**src/iir2_pkg.sv**
```systemverilog
// iir2_pkg: shared widths, control word types, microcode table and saturation
// helper for the second-order iir step filter.
// No dependencies; used by iir2_mac and second_order_iir_filter_step_top.
package iir2_pkg;

  localparam int SAMPLE_WIDTH   = 24;
  localparam int COEF_FRAC_BITS = 24;

  localparam int COEF_W  = 32;
  localparam int DATA_W  = 32;
  localparam int OUT_W   = 32;
  localparam int PROD_W  = COEF_W + DATA_W;
  localparam int ACC_W   = PROD_W;
  localparam int BLEND_W = 17;
  localparam int BLEND_FRAC = 16;

  // product scaling down to q24.8
  localparam int SHIFT_X = COEF_FRAC_BITS - 8;
  localparam int SHIFT_Y = COEF_FRAC_BITS;

  localparam logic [BLEND_W-1:0] BLEND_ONE = BLEND_W'(1) << BLEND_FRAC;

  // configuration register indexes
  localparam int CFG_IDX_W = 3;
  localparam logic [CFG_IDX_W-1:0] REG_ZERO_COEF_0     = 3'd0;
  localparam logic [CFG_IDX_W-1:0] REG_ZERO_COEF_1     = 3'd1;
  localparam logic [CFG_IDX_W-1:0] REG_ZERO_COEF_2     = 3'd2;
  localparam logic [CFG_IDX_W-1:0] REG_POLE_COEF_1     = 3'd3;
  localparam logic [CFG_IDX_W-1:0] REG_POLE_COEF_2     = 3'd4;
  localparam logic [CFG_IDX_W-1:0] REG_BLEND_WEIGHT    = 3'd5;
  localparam logic [CFG_IDX_W-1:0] REG_INCLUDE_CURRENT = 3'd6;
  localparam logic [CFG_IDX_W-1:0] REG_PRIME_RATIO     = 3'd7;

  // sequencer program
  localparam int NUM_STEPS = 15;
  localparam int STEP_W    = $clog2(NUM_STEPS);
  localparam logic [STEP_W-1:0] STEP_FB   = STEP_W'(3);
  localparam logic [STEP_W-1:0] LAST_STEP = STEP_W'(NUM_STEPS - 1);

  typedef enum logic [2:0] {
    A_Z0, A_Z1, A_Z2, A_P1, A_P2, A_PR, A_W, A_WC
  } a_sel_t;

  typedef enum logic [2:0] {
    B_X, B_X1, B_X2, B_Y1, B_Y2, B_RAW
  } b_sel_t;

  typedef enum logic [1:0] {
    SH_NONE, SH_X, SH_Y
  } shift_sel_t;

  typedef enum logic [1:0] {
    ACC_HOLD, ACC_LOAD, ACC_ADD
  } acc_op_t;

  typedef enum logic [2:0] {
    ACT_NONE, ACT_PRIME, ACT_SAVE_FB, ACT_SAVE_FULL, ACT_FINISH
  } act_t;

  typedef enum logic {
    J_NEXT, J_NO_PRIME
  } jmp_t;

  typedef struct packed {
    logic       rnd_en;
    shift_sel_t sh;
    acc_op_t    acc;
  } mac_ctl_t;

  typedef struct packed {
    a_sel_t            a_sel;
    b_sel_t            b_sel;
    mac_ctl_t          mac;
    act_t              act;
    jmp_t              jmp;
    logic [STEP_W-1:0] target;
  } ucode_t;

  localparam ucode_t UC_NOP = '{
    a_sel:  A_Z0,
    b_sel:  B_X,
    mac:    '{rnd_en: 1'b0, sh: SH_NONE, acc: ACC_HOLD},
    act:    ACT_NONE,
    jmp:    J_NEXT,
    target: '0
  };

  // each product passes the multiplier register, then the rounding register, then the accumulator, in successive steps
  function automatic ucode_t ucode_rom(input logic [STEP_W-1:0] s);
    ucode_t u;
    u = UC_NOP;
    case (s)
      STEP_W'(0): begin
        u.a_sel = A_PR; u.b_sel = B_X;
        u.jmp = J_NO_PRIME; u.target = STEP_FB;
      end
      STEP_W'(1): begin
        u.mac.rnd_en = 1'b1; u.mac.sh = SH_X;
      end
      STEP_W'(2): begin
        u.act = ACT_PRIME;
      end
      STEP_W'(3): begin
        u.a_sel = A_P1; u.b_sel = B_Y1;
      end
      STEP_W'(4): begin
        u.a_sel = A_P2; u.b_sel = B_Y2;
        u.mac.rnd_en = 1'b1; u.mac.sh = SH_Y;
      end
      STEP_W'(5): begin
        u.a_sel = A_Z0; u.b_sel = B_X;
        u.mac.rnd_en = 1'b1; u.mac.sh = SH_Y; u.mac.acc = ACC_LOAD;
      end
      STEP_W'(6): begin
        u.a_sel = A_Z1; u.b_sel = B_X1;
        u.mac.rnd_en = 1'b1; u.mac.sh = SH_X; u.mac.acc = ACC_ADD;
      end
      STEP_W'(7): begin
        u.a_sel = A_Z2; u.b_sel = B_X2;
        u.mac.rnd_en = 1'b1; u.mac.sh = SH_X; u.mac.acc = ACC_ADD;
        u.act = ACT_SAVE_FB;
      end
      STEP_W'(8): begin
        u.a_sel = A_W; u.b_sel = B_Y1;
        u.mac.rnd_en = 1'b1; u.mac.sh = SH_X; u.mac.acc = ACC_ADD;
      end
      STEP_W'(9): begin
        u.mac.rnd_en = 1'b1; u.mac.sh = SH_NONE; u.mac.acc = ACC_ADD;
      end
      STEP_W'(10): begin
        u.mac.acc = ACC_LOAD; u.act = ACT_SAVE_FULL;
      end
      STEP_W'(11): begin
        u.a_sel = A_WC; u.b_sel = B_RAW;
      end
      STEP_W'(12): begin
        u.mac.rnd_en = 1'b1; u.mac.sh = SH_NONE;
      end
      STEP_W'(13): begin
        u.mac.acc = ACC_ADD;
      end
      STEP_W'(14): begin
        u.act = ACT_FINISH;
      end
      default: begin
        u = UC_NOP;
      end
    endcase
    return u;
  endfunction

  function automatic logic signed [OUT_W-1:0] sat_out(input logic signed [ACC_W-1:0] v);
    logic signed [ACC_W-1:0] hi;
    logic signed [ACC_W-1:0] lo;
    hi = {{(ACC_W-OUT_W+1){1'b0}}, {(OUT_W-1){1'b1}}};
    lo = {{(ACC_W-OUT_W+1){1'b1}}, {(OUT_W-1){1'b0}}};
    if (v > hi) begin
      return hi[OUT_W-1:0];
    end else if (v < lo) begin
      return lo[OUT_W-1:0];
    end
    return v[OUT_W-1:0];
  endfunction

endpackage

```
**src/iir2_mac.sv**
```systemverilog
// iir2_mac: shared multiply, round and accumulate datapath.
// Depends on iir2_pkg; driven one control word per cycle by the top level.
module iir2_mac
  import iir2_pkg::*;
(
  input  logic                     clk,
  input  mac_ctl_t                 ctl,
  input  logic signed [COEF_W-1:0] a,
  input  logic signed [DATA_W-1:0] b,
  output logic signed [ACC_W-1:0]  rnd,
  output logic signed [ACC_W-1:0]  acc
);

  localparam logic signed [PROD_W-1:0] HALF_X = PROD_W'(1) << (SHIFT_X - 1);
  localparam logic signed [PROD_W-1:0] HALF_Y = PROD_W'(1) << (SHIFT_Y - 1);

  logic signed [PROD_W-1:0] prod;
  logic signed [ACC_W-1:0]  rnd_next;
  logic signed [ACC_W-1:0]  acc_next;

  // round half up, then floor
  always_comb begin
    case (ctl.sh)
      SH_X:    rnd_next = (prod + HALF_X) >>> SHIFT_X;
      SH_Y:    rnd_next = (prod + HALF_Y) >>> SHIFT_Y;
      default: rnd_next = prod;
    endcase
  end

  always_comb begin
    case (ctl.acc)
      ACC_LOAD: acc_next = rnd;
      ACC_ADD:  acc_next = acc + rnd;
      default:  acc_next = acc;
    endcase
  end

  always_ff @(posedge clk) begin
    prod <= a * b;
    if (ctl.rnd_en) begin
      rnd <= rnd_next;
    end
    acc <= acc_next;
  end

endmodule

```
**src/second_order_iir_filter_step_top.sv**
```systemverilog
// second_order_iir_filter_step_top: direct form 1 biquad step with priming and blend,
// run by a microcode table over one shared multiply-accumulate unit.
// Depends on iir2_pkg and iir2_mac.
//
//   channel   | direction | handshake            | payload
//   ----------+-----------+----------------------+-------------------------------
//   in        | input     | in_valid / in_stall  | sample, prime
//   out       | output    | out_valid / out_stall| filtered
//   cfg       | input     | cfg_write            | cfg_index, cfg_data
//
// a word runs the microcode steps from accept to result, and skips the prime steps
// when prime is clear; each product passes the single multiplier, rounding and accumulator.
// a new word is taken the cycle after the last step, while a result may still
// sit in the output register; the last step waits while that register is full
// and stalled. rst is synchronous and resets the configuration, history and control registers.
module second_order_iir_filter_step_top
  import iir2_pkg::*;
(
  input  logic                           clk,
  input  logic                           rst,
  input  logic                           in_valid,
  output logic                           in_stall,
  input  logic signed [SAMPLE_WIDTH-1:0] sample,
  input  logic                           prime,
  output logic                           out_valid,
  input  logic                           out_stall,
  output logic signed [OUT_W-1:0]        filtered,
  input  logic                           cfg_write,
  input  logic [CFG_IDX_W-1:0]           cfg_index,
  input  logic [COEF_W-1:0]              cfg_data
);

  localparam logic signed [ACC_W-1:0] BLEND_HALF = ACC_W'(1) << (BLEND_FRAC - 1);

  logic signed [COEF_W-1:0]       zero_coef_0;
  logic signed [COEF_W-1:0]       zero_coef_1;
  logic signed [COEF_W-1:0]       zero_coef_2;
  logic signed [COEF_W-1:0]       pole_coef_1;
  logic signed [COEF_W-1:0]       pole_coef_2;
  logic [BLEND_W-1:0]             blend_weight;
  logic                           include_current;
  logic signed [COEF_W-1:0]       prime_ratio;

  logic signed [SAMPLE_WIDTH-1:0] x;
  logic signed [SAMPLE_WIDTH-1:0] x1;
  logic signed [SAMPLE_WIDTH-1:0] x2;
  logic signed [OUT_W-1:0]        y1;
  logic signed [OUT_W-1:0]        y2;
  logic                           prime_q;
  logic signed [OUT_W-1:0]        fb_sat;
  logic signed [OUT_W-1:0]        full_sat;
  logic signed [OUT_W-1:0]        raw;

  logic                           running;
  logic [STEP_W-1:0]              step;

  ucode_t                         uc;
  ucode_t                         ctl;
  logic                           hold;
  logic [BLEND_W-1:0]             w_eff;
  logic [BLEND_W-1:0]             w_comp;
  logic signed [COEF_W-1:0]       op_a;
  logic signed [DATA_W-1:0]       op_b;
  logic signed [ACC_W-1:0]        rnd;
  logic signed [ACC_W-1:0]        acc;
  logic signed [OUT_W-1:0]        acc_sat;
  logic signed [OUT_W-1:0]        blend_sat;

  assign uc  = ucode_rom(step);
  assign ctl = running ? uc : UC_NOP;

  assign in_stall = running;
  // last step waits for room in the output register
  assign hold = (ctl.act == ACT_FINISH) && out_valid && out_stall;

  assign w_eff  = (blend_weight > BLEND_ONE) ? BLEND_ONE : blend_weight;
  assign w_comp = BLEND_ONE - w_eff;

  always_comb begin
    case (ctl.a_sel)
      A_Z0:    op_a = zero_coef_0;
      A_Z1:    op_a = zero_coef_1;
      A_Z2:    op_a = zero_coef_2;
      A_P1:    op_a = pole_coef_1;
      A_P2:    op_a = pole_coef_2;
      A_PR:    op_a = prime_ratio;
      A_W:     op_a = COEF_W'(w_eff);
      A_WC:    op_a = COEF_W'(w_comp);
      default: op_a = '0;
    endcase
  end

  always_comb begin
    case (ctl.b_sel)
      B_X:     op_b = DATA_W'(x);
      B_X1:    op_b = DATA_W'(x1);
      B_X2:    op_b = DATA_W'(x2);
      B_Y1:    op_b = DATA_W'(y1);
      B_Y2:    op_b = DATA_W'(y2);
      B_RAW:   op_b = DATA_W'(raw);
      default: op_b = '0;
    endcase
  end

  iir2_mac u_mac (
    .clk (clk),
    .ctl (ctl.mac),
    .a   (op_a),
    .b   (op_b),
    .rnd (rnd),
    .acc (acc)
  );

  assign acc_sat   = sat_out(acc);
  assign blend_sat = sat_out((acc + BLEND_HALF) >>> BLEND_FRAC);

  always_ff @(posedge clk) begin
    if (rst) begin
      zero_coef_0     <= '0;
      zero_coef_1     <= '0;
      zero_coef_2     <= '0;
      pole_coef_1     <= '0;
      pole_coef_2     <= '0;
      blend_weight    <= '0;
      include_current <= 1'b1;
      prime_ratio     <= '0;
      x1              <= '0;
      x2              <= '0;
      y1              <= '0;
      y2              <= '0;
      running         <= 1'b0;
      step            <= '0;
      out_valid       <= 1'b0;
    end else begin
      if (cfg_write) begin
        case (cfg_index)
          REG_ZERO_COEF_0:     zero_coef_0     <= cfg_data;
          REG_ZERO_COEF_1:     zero_coef_1     <= cfg_data;
          REG_ZERO_COEF_2:     zero_coef_2     <= cfg_data;
          REG_POLE_COEF_1:     pole_coef_1     <= cfg_data;
          REG_POLE_COEF_2:     pole_coef_2     <= cfg_data;
          REG_BLEND_WEIGHT:    blend_weight    <= cfg_data[BLEND_W-1:0];
          REG_INCLUDE_CURRENT: include_current <= cfg_data[0];
          REG_PRIME_RATIO:     prime_ratio     <= cfg_data;
          default: ;
        endcase
      end

      if (ctl.act == ACT_FINISH && !hold) begin
        out_valid <= 1'b1;
      end else if (out_valid && !out_stall) begin
        out_valid <= 1'b0;
      end

      if (!running) begin
        if (in_valid) begin
          running <= 1'b1;
          step    <= '0;
          x       <= sample;
          prime_q <= prime;
        end
      end else if (!hold) begin
        if (ctl.act == ACT_FINISH) begin
          running <= 1'b0;
        end else if (ctl.jmp == J_NO_PRIME && !prime_q) begin
          step <= ctl.target;
        end else begin
          step <= step + STEP_W'(1);
        end
      end

      case (ctl.act)
        ACT_PRIME: begin
          x1 <= x;
          x2 <= x;
          y1 <= sat_out(rnd);
          y2 <= sat_out(rnd);
        end
        ACT_SAVE_FB: begin
          fb_sat <= acc_sat;
        end
        ACT_SAVE_FULL: begin
          full_sat <= acc_sat;
          raw      <= include_current ? acc_sat : fb_sat;
        end
        ACT_FINISH: begin
          if (!hold) begin
            filtered  <= blend_sat;
            y2        <= y1;
            y1        <= full_sat;
            x2        <= x1;
            x1        <= x;
          end
        end
        default: ;
      endcase
    end
  end

  a_accept_starts: assert property (@(posedge clk) disable iff (rst)
    (in_valid && !in_stall) |=> (running && step == '0))
    else $error("accepted word did not start the program at step zero");

  a_step_range: assert property (@(posedge clk) disable iff (rst)
    running |-> (step <= LAST_STEP))
    else $error("step counter ran past the program");

  a_result_from_finish: assert property (@(posedge clk) disable iff (rst)
    $rose(out_valid) |-> $past(running && uc.act == ACT_FINISH))
    else $error("result posted outside the finish step");

  a_finish_waits: assert property (@(posedge clk) disable iff (rst)
    (running && uc.act == ACT_FINISH && out_valid && out_stall) |=>
      (running && uc.act == ACT_FINISH))
    else $error("finish step left while output register was blocked");

endmodule

```
**config.mk**
```make
export PLATFORM = sky130hd
export DESIGN_NAME = second_order_iir_filter_step_top
export DESIGN_NICKNAME = d
export VERILOG_FILES = /design/src/iir2_pkg.sv /design/src/iir2_mac.sv /design/src/second_order_iir_filter_step_top.sv
export SDC_FILE = /design/constraint.sdc
export NUM_CORES = 2
export LEC_CHECK = 0
export BUFFER_PORTS_ARGS = -buffer_cell sky130_fd_sc_hd__buf_2
export CORE_ASPECT_RATIO = 1.25
export CORE_MARGIN = 3
export CORE_UTILIZATION = 50
export CTS_CLUSTER_SIZE = 25
export DETAILED_ROUTE_END_ITERATION = 8
export PLACE_DENSITY = 0.73
export SLEW_MARGIN = 20
export SYNTH_ARGS = -nofsm -noshare
export SYNTH_HDL_FRONTEND = slang
export SYNTH_SLANG_ARGS = --single-unit
```
**constraint.sdc**
```tcl
create_clock -name clk -period 14.4 [get_ports clk]
set_input_delay 2.88 -clock clk [delete_from_list [all_inputs] [get_ports clk]]
set_output_delay 2.88 -clock clk [all_outputs]
set_load 0.005 [all_outputs]
```
### After elaboration in Yosys (flattened, before gate mapping)

Index checks and enable logic that the tools add are counted.

* bits in registers: 673
* word-level logic and storage cells: 168

* bitwise logic cells: 3
* eq/ne operators: 44
* reduce and logical (&&, ||, !) cells: 35
* $add $sub $neg: 6
* $lt $le $gt $ge: 7
* multiply operators: 1
* mux-type cells: 48

Operator list (number)
* $mux W32: 12
* $pmux W32 S8: 1
* $pmux W64 S2: 2
* $pmux W32 S6: 1
* $add A64 B17 Y64 const B: 2
* $gt A64 B32 Y1 const B: 2
* $lt A64 B32 Y1 const B: 2
* $pmux W32 S2: 2
* $pmux W24 S2: 2
* $add A64 B25 Y64 const B: 1
* $add A64 B64 Y64: 1
* $mul A32 B32 Y64: 1
* $gt A48 B32 Y1 const B: 1
* $lt A48 B32 Y1 const B: 1
* $mux W24: 2
* $pmux W6 S7: 1
* $eq A3 B3 Y1 const B: 11
* $eq A4 B4 Y1 const B: 7
* $eq A3 B2 Y1 const B: 8
* $reduce_and A2 Y1: 11
* $mux W4: 5
* $mux W19: 1
* $gt A17 B17 Y1 const B: 1
* $mux W17: 1
* 24 further kinds: 65

### Longest topological paths before layout

* depth after elaboration: 10
* gate-level depth with buffers: 43
* depth with buffers taken out: 39

### Cells and area by module

From an unflattened synthesis, not the netlist that was laid out.

* cells, all modules: 7801
* area total of the unflattened synthesis: 70485.1 µm²

Modules (own cells, without submodules)
* iir2_mac: cells each 5303, seq. area each 5124.9 µm², area an instance 48843.1 µm², times used 1
* second_order_iir_filter_step_top: cells each 2498, seq. area each 11160.7 µm², area an instance 21642.0 µm², times used 1

### Worst setup path before layout

OpenSTA, ideal clock, no wires.

* path kind: reg-to-reg
* start: register step[0]
* end: register u_mac.prod[57]
* arrival time: 10.033 ns
* stages on the path, launching flop included: 35
* setup slack: 4.252 ns
* library setup time: 0.115 ns
* path buffers: 5
* cells stage by stage: dfxtp_1 ha_1 clkbuf_1 nor4_1 clkbuf_1 clkbuf_1 clkbuf_1 a222oi_1 nand3_1 clkbuf_1 nand2_1 inv_1 fa_1 inv_1 fa_1 inv_1 fa_1 fa_1 inv_1 fa_1 inv_1 fa_1 fa_1 inv_1 fa_1 inv_1 ha_1 a21o_1 a211oi_1 inv_1 o22ai_1 a21oi_1 a221oi_1 o211ai_1 and3_1

* cells in the longest elaborated chain, start to end: 6
* elaborated cells on any way between the ends: 26
* classes of those cells: mul (1); eq/ne (18); mux (4); reduce/logical (3)

Ends and longest elaborated chain
* from (decl): RTL line second_order_iir_filter_step_top.sv:55 `logic [STEP_W-1:0] step;`
* from (signal assigned): RTL line second_order_iir_filter_step_top.sv:166 `step <= ctl.target;`
* from (signal assigned): RTL line second_order_iir_filter_step_top.sv:168 `step <= step + STEP_W'(1);`
* $eq A4 B4 Y1 (tied with other cells): RTL line iir2_pkg.sv:92 `case (s)`
* $pmux W6 S7 (*): RTL line iir2_pkg.sv:92
* $mux W19 (*): RTL line second_order_iir_filter_step_top.sv:70 `assign ctl = running ? uc : UC_NOP;`
* $eq A3 B3 Y1 (tied with other cells): RTL line second_order_iir_filter_step_top.sv:80 `case (ctl.a_sel)`
* $pmux W32 S8 / $pmux W32 S6 (equally long branches): RTL line second_order_iir_filter_step_top.sv:80, second_order_iir_filter_step_top.sv:94
* $mul A32 B32 Y64 (*): RTL line iir2_mac.sv:39 `prod <= a * b;`
* to (signal assigned): RTL line iir2_mac.sv:39
* to (decl): RTL line iir2_mac.sv:17 `logic signed [PROD_W-1:0] prod;`

Mark *: on every way between the ends. The rest lies on a longest branch, timed or not.
A chain may end at the register's enable or synchronous reset.

### Worst setup path in the final report

* start: register step[0]
* end: register u_mac.prod[63]

Same word-level chain as after synthesis.

==> summary.md <==
| Metric | Value |
|---|---|
| Drt initial violations | `6245` |
| R2R Path End | `u_mac.prod[63]$_DFF_P_` |
| Number of flops mapped to enable cells by yosys | `281` |
| P_int | `0.005785 W` |
| Hold Path Origin | `zero_coef_1[27]$_SDFFE_PP0P_` |
| Reg power frac | `22.1%` |
| Worst-path maximum fanout | `18` |
| Synthesized cell area | `69690 um2` |
| Comb pwr share | `59.3%` |
| Crit Path Class | `register to register` |
| Max cap viols | `0` |
| Routed Antenna Nets | `0` |
| Clock root cell | `clkbuf_16` |
| Grt met3 use | `slightly above 8%` |
| Post-synthesis sequential area ratio | `23.37%` |
| Clock sinks | `approximately 670` |
| Post CTS Setup Buffer Count | `0` |
| Met2 Use GR | `52.17%` |
| Std cell rows | `~150` |
| Final hold violation count | `0` |
| Synthesized instance count | `between 7000 and 8000` |
| Commonest cells after routing, fill and taps aside | `nand2_1 (1578), inv_1 (1218), fa_1 (1083), nor2_1 (523), a21oi_1 (486)` |
| DR DRC count | `0` |
| Clock Skews | `0.09756 ns` |
| First-pass GRT wire length | `352.8 mm` |
| Worst R2R Setup Slack | `2.50 ns` |
| H-tree depth | `3` |
| RSZ-0062 raised after global routing | `false` |
| DIE WIDTH | `339.9 um` |
| Largest stage delay on the critical path | `0.85 ns` |
| Met1 Track Usage GR | `36.83%` |
| Grt ovf | `0` |
| CTS tree | `built` |
| Mapped Nets | `9285` |
| Switching Share | `a little under half` |
| Die ar. | `143900 um2` |
| Critical Path Sink Type | `register` |
| CP required | `14.90 ns` |
| Pre-Repair DR Iteration Count | `7` |
| Slew headroom | `between 10% and 20%` |
| Vias | `about 58000` |
| I/O Buffers | `98` |
| Critical Path Start | `step[0]$_SDFFE_PP0P_` |
| Synth-to-Final Area Change | `7.112%` |
| Mean Syn Cell Area | `a little under 9 um2` |
| Crit path launch type | `register` |
| Final wirelength | `230.7 mm` |
| CTS buffer count | `75` |
| Largest net degree at the start of global routing | `between 100 and 150` |
| CP dominant cell by count | `inv_1` |
| GRT Util Overall | `32.19%` |
| Vias per std cell | `roughly 6.0` |
| Critical Path AT | `12.40 ns` |
| Pre-CTS setup slack | `2.854 ns` |
| Final setup fails | `0` |
| Status | `complete, no violations` |
| Net Sw Power | `0.005226 W` |
| Top Ports | `99` |
| Critical-path top delay cell | `and3_1` |
| Setup TNS | `0 ns` |
| Minimum clock period | `11.90 ns` |
| Reg2Reg Depth | `36` |
| Final #Nets | `9122` |
| Clk pwr share | `between 10% and 20%` |
| PwrDens | `147.5 nW/um2` |
| Die height | `423.4 um` |
| Fin crit share | `82.63%` |
| Static leakage | `32.67 nW` |
| Critical Path Sink | `u_mac.prod[63]$_DFF_P_` |
| Worst slew pin tran | `1.278 ns` |
| WL/cell | `23.95 um` |
| Vias in the first global route | `60040` |
| HPWL Detailed | `168.9 mm` |
| Worst-case clock buffer depth | `3` |
| Layout cells sized above 1 | `6.918%` |
| Top_reg_cell synth | `dfxtp_1` |
| GR peak layer | `met2` |
| Final WS setup | `2.502 ns` |
| Worst-Skew Late Latency | `0.73 ns` |
| Placer Congestion | `0.9944` |
| Achievable frequency | `84.05 MHz` |
| Yosys cell types | `90` |
| Hold-fix buffers, CTS | `0` |
| Worst Hold Class | `register to register` |
| Commonest non-fill, non-tap cell in the layout | `nand2_1` |
| #FFs+latches synth | `673` |
| Worst vdd ir | `approximately 0.00027 V` |
| Worst-path clk slew | `roughly 0.060 ns` |
| Synth warn | `0` |
| Core area | `around 140000 um2` |
| Initial antenna violation count | `11` |
| Post-cts resize count | `0` |
| Pins Over Slew Limit | `0` |
| Reg2reg start | `step[0]$_SDFFE_PP0P_` |
| Initial Utilization | `50.54%` |
| Async set or reset register ratio after synthesis | `0%` |
==> synth_stat cells, drive strengths merged (53+ instances only) <==
cell type  number  area (um2)
a21o           95       714.4
a21oi         488        2442
a22oi          79       593.1
and3           53       334.1
buf            53       285.3
clkbuf        417        1565
dfxtp         392        7848
edfxtp        281        8438
fa           1083       21680
ha            258        3228
inv          1219        4576
mux2           81       912.1
nand2        1581        5934
nand3         108       545.5
nand4          80       500.5
nor2          534        2014
nor3           54       275.3
o211ai         75       568.0
o21ai         163       883.4
xnor2         143        1252
xor2           98       858.3
==> state kept, by name, summed over array words and instances, names as in the netlist, 24 cells and up <==
register,count
u_mac.prod,64
fb_sat,32
zero_coef_1,32
u_mac.acc,64
pole_coef_1,32
x2,24
x,24
zero_coef_2,32
filtered,32
zero_coef_0,32
y2,32
raw,32
x1,24
prime_ratio,32
full_sat,32
u_mac.rnd,64
y1,32
pole_coef_2,32
==> how the worst min path moves through the flow <==
stage,endpoint,depth (start not counted)
2_1_floorplan,y2[0]$_SDFFE_PP0P_,2
5_1_grt,zero_coef_1[26]$_SDFFE_PP0P_,2
4_1_cts,pole_coef_1[8]$_SDFFE_PP0P_,2
3_3_place_gp,y2[23]$_SDFFE_PP0P_,2
3_5_place_dp,zero_coef_2[4]$_SDFFE_PP0P_,2
6_report,zero_coef_1[27]$_SDFFE_PP0P_,2
==> worst max-delay path: cells and delay by family (launching register included) <==
kind / cells / cell delay (ns)
compound gates: 10 / 3.02
flops: 1 / 0.34
xor+xnor: 1 / 0.16
buf+inv: 10 / 1.18
simple gates: 5 / 1.92
fa+ha+maj: 10 / 5.05
==> per-layer routing <==
metal,share of wire (%),vias up
met3,10,1099
li1,-,24800
met2,47,3250
met1,35,28510
met4,8.8,4
met5,0.010,-
==> kinds of logic (layout without fill, tap and decap cells) <==
family                     Yosys count  in the layout  synth area share, %
DFF                                673            673                23.37
other                                0              8                    0
AOI/OAI and AO/OA                 1229           1229                11.42
and+or+nand+nor                   2620           2620                15.86
xor gates and xnor gates           241            241                3.029
buffers and inverters             1692           1590                9.237
muxes                               83             83                1.338
adders and majority gates         1341           1341                35.74
==> per-stage QoR <==
stage	hold slack, ns	cells	utilization [%]	instance area (um2)	power (W)
3_5_place_dp	0.4460	9486	52.18	71950	0.008825
2_1_floorplan	0.4315	7879	-	69690	0.006862
5_1_grt	0.4683	9629	54.13	74630	0.01181
6_report	0.4521	9633	54.14	74640	0.01101
3_3_place_gp	0.4377	9485	52.18	71950	0.008686
4_1_cts	0.4545	9624	54.10	74600	0.01088
==> area by class of cell <==
type,instances,area (um2)
fillers,12270,63240
repair buffers,230,1491
diodes,8,20.02
clock inverters,36,504.2
flip-flops and latches,673,16290
well taps,1848,2312
clock buffers,102,2142
multi-input cells,5514,47300
inverters,1222,4587
==> power groups by stage <==
stage	clock network (W)	registers (W)	logic [W]
CTS	0.00207	0.00242	0.00639
finish	0.00204	0.00243	0.00653
global placement	0	0.00246	0.00622
detailed placement	0	0.00246	0.00636
global route	0.00214	0.00244	0.00722
floorplan	0	0.00231	0.00455
Power figures use the tool's default switching activity.
